===== src/sv/cas_pkg.sv =====
// Package for the cave automaton step core: sizes, register and operation
// codes, and the per-item step record passed from control to datapath.
// No dependencies.
package cas_pkg;

  // Grid limits and field widths
  localparam int MAX_WIDTH  = 64;
  localparam int MAX_HEIGHT = 64;
  localparam int DIM_W      = 7;   // grid_width / grid_height registers
  localparam int POS_W      = 6;   // row and column of a result
  localparam int CNT_W      = 4;   // min_count / max_count registers
  localparam int IDX_W      = 2;   // configuration register index
  localparam int CFG_W      = 7;   // widest configuration register
  localparam int IN_DATA_W  = 8;
  localparam int OUT_DATA_W = 16;

  // Configuration register indexes
  typedef enum logic [IDX_W-1:0] {
    REG_GRID_WIDTH  = 2'd0,
    REG_GRID_HEIGHT = 2'd1,
    REG_MIN_COUNT   = 2'd2,
    REG_MAX_COUNT   = 2'd3
  } cfg_reg_t;

  // Input operation codes
  localparam logic OP_CELL  = 1'b0;
  localparam logic OP_DRAIN = 1'b1;

  // Effective grid size after clamping
  typedef struct packed {
    logic [DIM_W-1:0] w_eff;
    logic [DIM_W-1:0] h_eff;
  } dims_t;

  // What one accepted item does, and the metadata of its result
  typedef struct packed {
    logic             push;
    logic             push_bit;
    logic             emit;
    logic [POS_W-1:0] col;
    logic [POS_W-1:0] row;
    logic             last;
    logic             top_ok;
    logic             bot_ok;
    logic             left_ok;
    logic             right_ok;
    logic             degen;     // single-row grid: result trails by w only
    logic [CNT_W-1:0] min_cnt;
    logic [CNT_W-1:0] max_cnt;
  } step_t;

  // 0 acts as 1, above the limit acts as the limit
  function automatic logic [DIM_W-1:0] clamp_dim(input logic [DIM_W-1:0] v,
                                                  input logic [DIM_W-1:0] hi);
    logic [DIM_W-1:0] r;
    if (v == '0) begin
      r = DIM_W'(1);
    end else if (v > hi) begin
      r = hi;
    end else begin
      r = v;
    end
    return r;
  endfunction

endpackage


===== src/sv/cas_cell.sv =====
// One storage cell of a variable-length line buffer.
// Depends on nothing; used by cas_line.
module cas_cell (
  input  logic clk,
  input  logic shift,     // an item is pushed this cycle
  input  logic is_tail,   // this cell is the insertion point for the set width
  input  logic head_bit,  // bit entering the line
  input  logic next_bit,  // bit held by the upstream neighbor
  output logic q
);

  logic q_r, q_nxt;

  // Take the new bit at the insertion point, else the neighbor's bit
  always_comb begin
    q_nxt = q_r;
    if (shift) begin
      q_nxt = is_tail ? head_bit : next_bit;
    end
  end

  always_ff @(posedge clk) begin
    q_r <= q_nxt;
  end

  assign q = q_r;

endmodule


===== src/sv/cas_line.sv =====
// Line buffer of MAX_WIDTH cells whose active length follows the grid width.
// Depends on cas_pkg and cas_cell.
module cas_line (
  input  logic                      clk,
  input  logic                      shift,
  input  logic [cas_pkg::DIM_W-1:0] len,       // active cells, 1..MAX_WIDTH
  input  logic                      head_bit,
  output logic                      tail_bit   // bit pushed len-1 items ago
);

  logic [cas_pkg::MAX_WIDTH-1:0] q;

  // Cell k is the insertion point when len == k+1; bits move toward cell 0
  for (genvar k = 0; k < cas_pkg::MAX_WIDTH; k++) begin : g_cell
    logic nb;
    if (k == cas_pkg::MAX_WIDTH - 1) begin : g_end
      assign nb = 1'b0;
    end else begin : g_mid
      assign nb = q[k+1];
    end
    cas_cell u_cell (
      .clk      (clk),
      .shift    (shift),
      .is_tail  (len == cas_pkg::DIM_W'(k + 1)),
      .head_bit (head_bit),
      .next_bit (nb),
      .q        (q[k])
    );
  end

  assign tail_bit = q[0];

endmodule


===== src/sv/cas_ctrl.sv =====
// Control of the cave automaton step: configuration registers, raster
// counters for input and results, and the per-item step decision.
// Depends on cas_pkg.
module cas_ctrl (
  input  logic                      clk,
  input  logic                      rst_n,
  input  logic                      acc,        // input item accepted
  input  logic                      op,
  input  logic                      cell_wall,
  input  logic                      cfg_we,
  input  logic [cas_pkg::IDX_W-1:0] cfg_index,
  input  logic [cas_pkg::CFG_W-1:0] cfg_wdata,
  output cas_pkg::step_t            step,
  output cas_pkg::dims_t            dims
);

  logic [cas_pkg::DIM_W-1:0] w_r, w_nxt, h_r, h_nxt;
  logic [cas_pkg::CNT_W-1:0] min_r, min_nxt, max_r, max_nxt;
  logic [cas_pkg::POS_W-1:0] in_col_r, in_col_nxt, in_row_r, in_row_nxt;
  logic [cas_pkg::POS_W-1:0] out_col_r, out_col_nxt, out_row_r, out_row_nxt;
  logic                      in_done_r, in_done_nxt;
  logic [cas_pkg::DIM_W-1:0] pend_r, pend_nxt;   // cells in but not yet out

  logic [cas_pkg::DIM_W-1:0] w_eff, h_eff, w_m1, h_m1;
  logic in_col_end, in_row_end, out_col_end, out_row_end, pend_full;
  logic restart;

  // Clamped geometry and end-of-row/frame tests
  always_comb begin
    w_eff       = cas_pkg::clamp_dim(w_r, cas_pkg::DIM_W'(cas_pkg::MAX_WIDTH));
    h_eff       = cas_pkg::clamp_dim(h_r, cas_pkg::DIM_W'(cas_pkg::MAX_HEIGHT));
    w_m1        = w_eff - cas_pkg::DIM_W'(1);
    h_m1        = h_eff - cas_pkg::DIM_W'(1);
    in_col_end  = {1'b0, in_col_r} == w_m1;
    in_row_end  = {1'b0, in_row_r} == h_m1;
    out_col_end = {1'b0, out_col_r} == w_m1;
    out_row_end = {1'b0, out_row_r} == h_m1;
    pend_full   = pend_r == (w_eff + cas_pkg::DIM_W'(1));
  end

  // Step decision: cells push until the frame is in, each releasing a result
  // once w_eff+1 are pending; afterwards every item pushes a clear cell and releases one result
  always_comb begin
    step          = '0;
    step.push     = acc && (in_done_r || (op == cas_pkg::OP_CELL));
    step.push_bit = in_done_r ? 1'b0 : cell_wall;
    step.emit     = acc && (in_done_r || ((op == cas_pkg::OP_CELL) && pend_full));
    step.col      = out_col_r;
    step.row      = out_row_r;
    step.last     = out_row_end && out_col_end;
    step.top_ok   = out_row_r != '0;
    step.bot_ok   = !out_row_end;
    step.left_ok  = out_col_r != '0;
    step.right_ok = !out_col_end;
    step.degen    = h_eff == cas_pkg::DIM_W'(1);
    step.min_cnt  = min_r;
    step.max_cnt  = max_r;
    dims.w_eff    = w_eff;
    dims.h_eff    = h_eff;
  end

  // Next state
  always_comb begin
    w_nxt       = w_r;
    h_nxt       = h_r;
    min_nxt     = min_r;
    max_nxt     = max_r;
    in_col_nxt  = in_col_r;
    in_row_nxt  = in_row_r;
    in_done_nxt = in_done_r;
    out_col_nxt = out_col_r;
    out_row_nxt = out_row_r;
    pend_nxt    = pend_r;
    restart     = 1'b0;

    if (cfg_we) begin
      restart = 1'b1;
      case (cas_pkg::cfg_reg_t'(cfg_index))
        cas_pkg::REG_GRID_WIDTH:  w_nxt   = cfg_wdata[cas_pkg::DIM_W-1:0];
        cas_pkg::REG_GRID_HEIGHT: h_nxt   = cfg_wdata[cas_pkg::DIM_W-1:0];
        cas_pkg::REG_MIN_COUNT:   min_nxt = cfg_wdata[cas_pkg::CNT_W-1:0];
        cas_pkg::REG_MAX_COUNT:   max_nxt = cfg_wdata[cas_pkg::CNT_W-1:0];
        default:                  restart = 1'b0;
      endcase
    end else if (step.emit && step.last) begin
      restart = 1'b1;
    end else begin
      // input raster position
      if (step.push && !in_done_r) begin
        if (in_col_end) begin
          in_col_nxt = '0;
          if (in_row_end) begin
            in_done_nxt = 1'b1;
          end else begin
            in_row_nxt = in_row_r + cas_pkg::POS_W'(1);
          end
        end else begin
          in_col_nxt = in_col_r + cas_pkg::POS_W'(1);
        end
      end
      // result raster position
      if (step.emit) begin
        if (out_col_end) begin
          out_col_nxt = '0;
          out_row_nxt = out_row_r + cas_pkg::POS_W'(1);
        end else begin
          out_col_nxt = out_col_r + cas_pkg::POS_W'(1);
        end
      end
      if (step.push && !step.emit) begin
        pend_nxt = pend_r + cas_pkg::DIM_W'(1);
      end
    end

    if (restart) begin
      in_col_nxt  = '0;
      in_row_nxt  = '0;
      in_done_nxt = 1'b0;
      out_col_nxt = '0;
      out_row_nxt = '0;
      pend_nxt    = '0;
    end
  end

  always_ff @(posedge clk) begin
    if (!rst_n) begin
      w_r       <= cas_pkg::DIM_W'(50);
      h_r       <= cas_pkg::DIM_W'(50);
      min_r     <= cas_pkg::CNT_W'(3);
      max_r     <= cas_pkg::CNT_W'(5);
      in_col_r  <= '0;
      in_row_r  <= '0;
      in_done_r <= 1'b0;
      out_col_r <= '0;
      out_row_r <= '0;
      pend_r    <= '0;
    end else begin
      w_r       <= w_nxt;
      h_r       <= h_nxt;
      min_r     <= min_nxt;
      max_r     <= max_nxt;
      in_col_r  <= in_col_nxt;
      in_row_r  <= in_row_nxt;
      in_done_r <= in_done_nxt;
      out_col_r <= out_col_nxt;
      out_row_r <= out_row_nxt;
      pend_r    <= pend_nxt;
    end
  end

endmodule


===== src/sv/cas_top_doc_placeholder.sv =====
// Window evaluation stage: masks the 3x3 neighborhood at the grid border,
// counts walls and applies the count band.
// Depends on cas_pkg.
module cas_eval (
  input  cas_pkg::step_t p,
  input  logic [2:0]     row_up,    // dc = -1, 0, +1 at bit 2, 1, 0
  input  logic [2:0]     row_mid,
  input  logic [2:0]     row_dn,
  output logic           wall
);

  logic [8:0] win;
  logic [3:0] cnt;

  // Border mask: outside cells count as clear
  always_comb begin
    win[8] = row_up[2]  && p.top_ok && p.left_ok;
    win[7] = row_up[1]  && p.top_ok;
    win[6] = row_up[0]  && p.top_ok && p.right_ok;
    win[5] = row_mid[2] && p.left_ok;
    win[4] = row_mid[1];
    win[3] = row_mid[0] && p.right_ok;
    win[2] = row_dn[2]  && p.bot_ok && p.left_ok;
    win[1] = row_dn[1]  && p.bot_ok;
    win[0] = row_dn[0]  && p.bot_ok && p.right_ok;
    cnt = '0;
    for (int i = 0; i < 9; i++) begin
      cnt = cnt + {3'b000, win[i]};
    end
    wall = (cnt >= p.min_cnt) && (cnt <= p.max_cnt);
  end

endmodule


===== src/sv/cave_automaton_step_core.sv =====
// Top level of the cave automaton step core: line buffers, window taps,
// evaluation stage and output register.
// Depends on cas_pkg, cas_line, cas_ctrl and cas_eval.
//
//  channel | ports                     | contents
//  --------+---------------------------+--------------------------------------
//  input   | in_tvalid/tready/tdata/tuser | tuser: operation; tdata: cell_wall
//  output  | out_tvalid/tready/tdata/tlast | tdata: new_wall, col, row; tlast: frame_last
//  config  | cfg_we/cfg_index/cfg_wdata | grid_width, grid_height, min/max_count
//
// One item per cycle while in_tready is high. A result is computed in the cycle after
// the item that releases it and is loaded into the output register once that is free;
// the result for a cell trails its input by grid_width+1 items (grid_width on a
// single-row grid). Two line buffers of MAX_WIDTH cells set the row delay.
// Reset clears control and counters only; no clearing pass. in_tready drops
// only while a computed result waits behind a stalled output register.
module cave_automaton_step_core (
  input  logic                           clk,
  input  logic                           rst_n,
  input  logic                           in_tvalid,
  output logic                           in_tready,
  input  logic [cas_pkg::IN_DATA_W-1:0]  in_tdata,   // [0] cell_wall
  input  logic                           in_tuser,   // [0] operation
  output logic                           out_tvalid,
  input  logic                           out_tready,
  output logic [cas_pkg::OUT_DATA_W-1:0] out_tdata,  // [0] new_wall, [6:1] col, [12:7] row
  output logic                           out_tlast,
  input  logic                           cfg_we,
  input  logic [cas_pkg::IDX_W-1:0]      cfg_index,
  input  logic [cas_pkg::CFG_W-1:0]      cfg_wdata
);

  cas_pkg::step_t step;
  cas_pkg::dims_t dims;
  logic           in_acc;

  cas_pkg::step_t p_r, p_nxt;
  logic           p_vld_r, p_vld_nxt;
  logic           o_vld_r, o_vld_nxt;
  logic           o_wall_r, o_wall_nxt, o_last_r, o_last_nxt;
  logic [cas_pkg::POS_W-1:0] o_col_r, o_col_nxt, o_row_r, o_row_nxt;
  logic           o_load_ok, p_move;

  logic [2:0] r0_r, r0_nxt, r1_r, r1_nxt, r2_r, r2_nxt;
  logic       a_tail, b_tail;
  logic [2:0] row_mid;
  logic       wall;

  // Handshake
  assign o_load_ok = !o_vld_r || out_tready;
  assign p_move    = p_vld_r && o_load_ok;
  assign in_tready = !p_vld_r || o_load_ok;
  assign in_acc    = in_tvalid && in_tready;

  cas_ctrl u_ctrl (
    .clk       (clk),
    .rst_n     (rst_n),
    .acc       (in_acc),
    .op        (in_tuser),
    .cell_wall (in_tdata[0]),
    .cfg_we    (cfg_we),
    .cfg_index (cfg_index),
    .cfg_wdata (cfg_wdata),
    .step      (step),
    .dims      (dims)
  );

  // Row delay lines: A holds ages 0..w-1, B ages w..2w-1
  cas_line u_line_a (
    .clk      (clk),
    .shift    (step.push),
    .len      (dims.w_eff),
    .head_bit (step.push_bit),
    .tail_bit (a_tail)
  );

  cas_line u_line_b (
    .clk      (clk),
    .shift    (step.push),
    .len      (dims.w_eff),
    .head_bit (a_tail),
    .tail_bit (b_tail)
  );

  // Window taps: r0 ages 0..2, r1 ages w..w+2, r2 ages 2w..2w+2
  always_comb begin
    r0_nxt = r0_r;
    r1_nxt = r1_r;
    r2_nxt = r2_r;
    if (step.push) begin
      r0_nxt = {r0_r[1:0], step.push_bit};
      r1_nxt = {r1_r[1:0], a_tail};
      r2_nxt = {r2_r[1:0], b_tail};
    end
  end

  always_ff @(posedge clk) begin
    r0_r <= r0_nxt;
    r1_r <= r1_nxt;
    r2_r <= r2_nxt;
  end

  // Single-row grid: the middle row sits one age nearer
  assign row_mid = p_r.degen ? {r1_r[1], r1_r[0], a_tail} : r1_r;

  cas_eval u_eval (
    .p       (p_r),
    .row_up  (r2_r),
    .row_mid (row_mid),
    .row_dn  (r0_r),
    .wall    (wall)
  );

  // Evaluation stage and output register
  always_comb begin
    p_nxt      = p_r;
    p_vld_nxt  = p_vld_r;
    o_vld_nxt  = o_vld_r;
    o_wall_nxt = o_wall_r;
    o_col_nxt  = o_col_r;
    o_row_nxt  = o_row_r;
    o_last_nxt = o_last_r;
    if (in_acc) begin
      p_nxt     = step;
      p_vld_nxt = step.emit;
    end else if (p_move) begin
      p_vld_nxt = 1'b0;
    end
    if (p_move) begin
      o_vld_nxt  = 1'b1;
      o_wall_nxt = wall;
      o_col_nxt  = p_r.col;
      o_row_nxt  = p_r.row;
      o_last_nxt = p_r.last;
    end else if (out_tready) begin
      o_vld_nxt = 1'b0;
    end
  end

  always_ff @(posedge clk) begin
    if (!rst_n) begin
      p_vld_r <= 1'b0;
      o_vld_r <= 1'b0;
    end else begin
      p_vld_r <= p_vld_nxt;
      o_vld_r <= o_vld_nxt;
    end
  end

  always_ff @(posedge clk) begin
    p_r      <= p_nxt;
    o_wall_r <= o_wall_nxt;
    o_col_r  <= o_col_nxt;
    o_row_r  <= o_row_nxt;
    o_last_r <= o_last_nxt;
  end

  assign out_tvalid = o_vld_r;
  assign out_tlast  = o_last_r;
  assign out_tdata  = {3'b000, o_row_r, o_col_r, o_wall_r};

`ifndef NO_ASSERTIONS
  // Input stalls only behind a blocked output register
  a_stall_cause: assert property (@(posedge clk) disable iff (!rst_n)
    !in_tready |-> (out_tvalid && !out_tready))
    else $error("input stalled without output back-pressure");

  // A computed result is held while the output register is blocked
  a_stage_hold: assert property (@(posedge clk) disable iff (!rst_n)
    (p_vld_r && out_tvalid && !out_tready) |=> p_vld_r)
    else $error("evaluation stage lost a result");

  // The frame-last flag marks the bottom-right cell
  a_last_pos: assert property (@(posedge clk) disable iff (!rst_n)
    (out_tvalid && out_tlast) |->
      (({1'b0, o_row_r} == dims.h_eff - cas_pkg::DIM_W'(1)) &&
       ({1'b0, o_col_r} == dims.w_eff - cas_pkg::DIM_W'(1))))
    else $error("frame_last on a cell other than the last");
`endif

endmodule

===== config.mk =====
export PLATFORM = sky130hd
export DESIGN_NAME = cave_automaton_step_core
export DESIGN_NICKNAME = d
export VERILOG_FILES = /design/src/sv/cas_pkg.sv /design/src/sv/cas_cell.sv /design/src/sv/cas_line.sv /design/src/sv/cas_ctrl.sv /design/src/sv/cas_top_doc_placeholder.sv /design/src/sv/cave_automaton_step_core.sv
export SDC_FILE = /design/constraint.sdc
export NUM_CORES = 1
export LEC_CHECK = 0
export BUFFER_PORTS_ARGS = -buffer_cell sky130_fd_sc_hd__buf_2
export CAP_MARGIN = 30
export CORE_UTILIZATION = 50
export CTS_BUF_LIST = sky130_fd_sc_hd__clkbuf_16
export DETAILED_ROUTE_END_ITERATION = 8
export PLACE_DENSITY = 0.67
export SLEW_MARGIN = 20
export SYNTH_ARGS = -nofsm -noshare
export SYNTH_HDL_FRONTEND = slang
export SYNTH_HIERARCHICAL = 1
export SYNTH_SLANG_ARGS = --single-unit

===== constraint.sdc =====
create_clock -name clk -period 16.2 [get_ports clk]
set_input_delay 2.43 -clock clk [delete_from_list [all_inputs] [get_ports clk]]
set_output_delay 2.43 -clock clk [all_outputs]
set_load 0.005 [all_outputs]

==> impl_metrics.py <==
metrics = {
    "yosys": {
        "syn-cell-area_um2": 12450,
        "ys.warnings.count": 6,
        "syn_area_per_cell_um2": 12.17,
        "syn_inst": 1023,
    },
    "finish": {
        "antenna_cells": 0,
        "final_area_um2": 13690,
        "areaGrowthSynthToFinish_pct": 9.958,
        "drive_above_1_share_pct": 23.07,
        "final_nets": 1091,
    },
    "clocking": {
        "cts_resized": 0,
        "cts_hold_buf": 0,
        "cts.clk_slew.worst_paths_ns": 0.06,
        "clock_latency_ns": 0.52,
        "tritoncts": "done",
        "cts_setup_buffers": 0,
        "h-tree-depth": 1,
        "root_buffer": "clkbuf_16",
        "clock_sinks": 233,
        "clk_path_buf_depth": 3,
        "cts_buffers": 26,
    },
    "floorplanning": {
        "dieWidth_um": 159.8,
        "initial_core_util_pct": 51.05,
        "die_area_um2": 25540,
        "coreArea_um2": 24390,
        "num_rows": 57,
        "pin_count": 42,
        "die_h_um": 159.8,
    },
    "global_routing": {
        "first_global_vias": 7621,
        "antenna_found_initial": 0,
        "grt_pass1_wl_um": 39420,
        "gr-total-overflow": 0,
        "grtUsageTotal_pct": 18.79,
        "grt_max_degree": 66,
    },
    "worst_hold_path": {
        "hold_class": "reg2reg",
    },
    "setup_path": {
        "reg2reg_from": "u_ctrl/w_r[6]$_SDFFE_PN0P_",
        "path_class": "in2out",
        "critPathCapture": "in_tready",
        "cp_data_arrival_time_ns": 2.82,
        "rr_worst_depth": 13,
        "worst_setup_path_end_kind": "output port",
        "cp.required_ns": 13.77,
        "critPathLaunchType": "input pin",
        "setup.worst_path.start": "out_tready",
        "rr_endpoint": "u_ctrl/pend_r[3]$_SDFFE_PP0P_",
        "crit_fanout": 3,
        "ff2ff_setup_slack_ns": 11.50,
    },
    "placement": {
        "dpl-instance-area_um2": 12900,
        "dp_hpwl_um": 14630,
        "gp_congestion": 0.7977,
        "port_buffers": 31,
    },
    "detailed_routing": {
        "vias_per_cell": 5.685,
        "drt-total-wl_um": 23900,
        "post_drt_wl_per_cell_um": 17.24,
        "ant_nets": 0,
        "num_vias": 7879,
        "first_iter_violations": 629,
        "first_pass_iters": 4,
        "drc": 0,
    },
    "power_and_ir_drop": {
        "p_sw_uw": 302.4,
        "switching_share_pct": 22.89,
        "seqPwrFrac_pct": 50.8,
        "cellLeakagePower_nw": 4.927,
        "power_density_nw_per_um2": 96.49,
        "vdd.ir_drop.worst_mv": 0.08184,
        "p_int_mw": 1.019,
        "p_clk_share_pct": 41.0,
        "power_mw": 1.321,
        "pwr-share-comb_pct": 8.1,
    },
    "timing": {
        "setup_viol": 0,
        "rsz0062_at_grt": "false",
        "slew_violations": 0,
        "relSlewSlack_pct": 37.80,
        "max_freq_mhz": 190.5,
        "hold_violations": 0,
        "worst_pin_slew_ns": 0.9318,
        "fin_crit_ns": 5.251,
        "finalSetupTns_ns": 0,
        "period_share_pct": 32.41,
        "skew_ns": 0.01167,
        "whs_ns": 0.4099,
    },
    "status": {
        "outcome": "complete, no violations",
    },
    "job": {
        "max_cap_violations": 0,
    },
}
==> final cells by class <==
cell class | count | area [um^2]
well taps | 324 | 405.4
fillers | 2031 | 10700
flip-flops and latches | 233 | 6436
multi-input cells | 705 | 5664
inverters | 31 | 116.4
repair buffers | 45 | 277.8
clock buffers | 28 | 700.7
clock inverters | 20 | 91.34
==> per-stage QoR <==
stage	utilization (%)	std cells	setup slack, ns
finish	56.14	1386	10.95
global placement	52.73	1336	10.65
global route	56.14	1386	10.91
floorplan	-	1025	3.578
detailed placement	52.89	1338	10.59
CTS	56.14	1386	10.95
==> power groups by stage <==
stage | clock [mW] | sequential, mW | combinational (mW)
after CTS | 0.555 | 0.672 | 0.108
final | 0.542 | 0.672 | 0.107
after global placement | 0 | 0.684 | 0.104
after floorplan | 0 | 0.683 | 0.0848
after detailed placement | 0 | 0.684 | 0.107
after global routing | 0.575 | 0.673 | 0.119
==> registers in the layout, summed over array words and instances (netlist names), 7 cells and up <==
register	cells
p_r	26
u_ctrl/h_r	7
u_ctrl/pend_r	7
u_ctrl/w_r	7
u_line_a/g_cell.u_cell/q	64
u_line_b/g_cell.u_cell/q	64
==> layer usage <==
metal	wire length, um	GRT usage, %	vias up	part of all wire, %
li1	-	-	3796	-
met1	11900	27.60	3920	50
met2	10760	29.65	135	45
met3	878	2.519	28	3.7
met4	361	4.113	0	1.5
met5	0	0	-	0
==> critical path, stage by stage <==
cell,delay [ns]
buf_2,0.11
nand3b_4,0.15
buf_2,0.13
==> worst min-delay path by stage <==
stage	to	depth (start not counted)	start	slack, ns
finish	o_row_r[1]$_DFFE_PP_	0	p_r[15]$_DFFE_PP_	0.41
global route	o_row_r[1]$_DFFE_PP_	0	p_r[15]$_DFFE_PP_	0.42
CTS	o_row_r[1]$_DFFE_PP_	0	p_r[15]$_DFFE_PP_	0.41
detailed placement	o_row_r[1]$_DFFE_PP_	0	p_r[15]$_DFFE_PP_	0.40
global placement	r2_r[0]$_DFFE_PP_	0	u_line_b/g_cell[0].u_cell/q$_DFFE_PP_	0.40
floorplan	o_col_r[0]$_DFFE_PP_	0	p_r[20]$_DFFE_PP_	0.40
==> placed cells by master (no fill, tap or decap), drive strengths merged, types with 8 or more instances in the layout <==
cell,instances
edfxtp,177
nor2,145
mux2,131
dfxtp,56
nand2,54
a21oi,47
buf,45
inv,40
clkbuf,28
nor2b,22
ha,21
o21ai,21
nand3,20
xnor2,18
nor3,17
nand4b,15
nand4bb,14
mux2i,14
or4,12
and3,10
or3,10
nand4,10
or4b,10
clkinv,10
xor2,8
No activity file was read; power rests on OpenSTA's default activity.
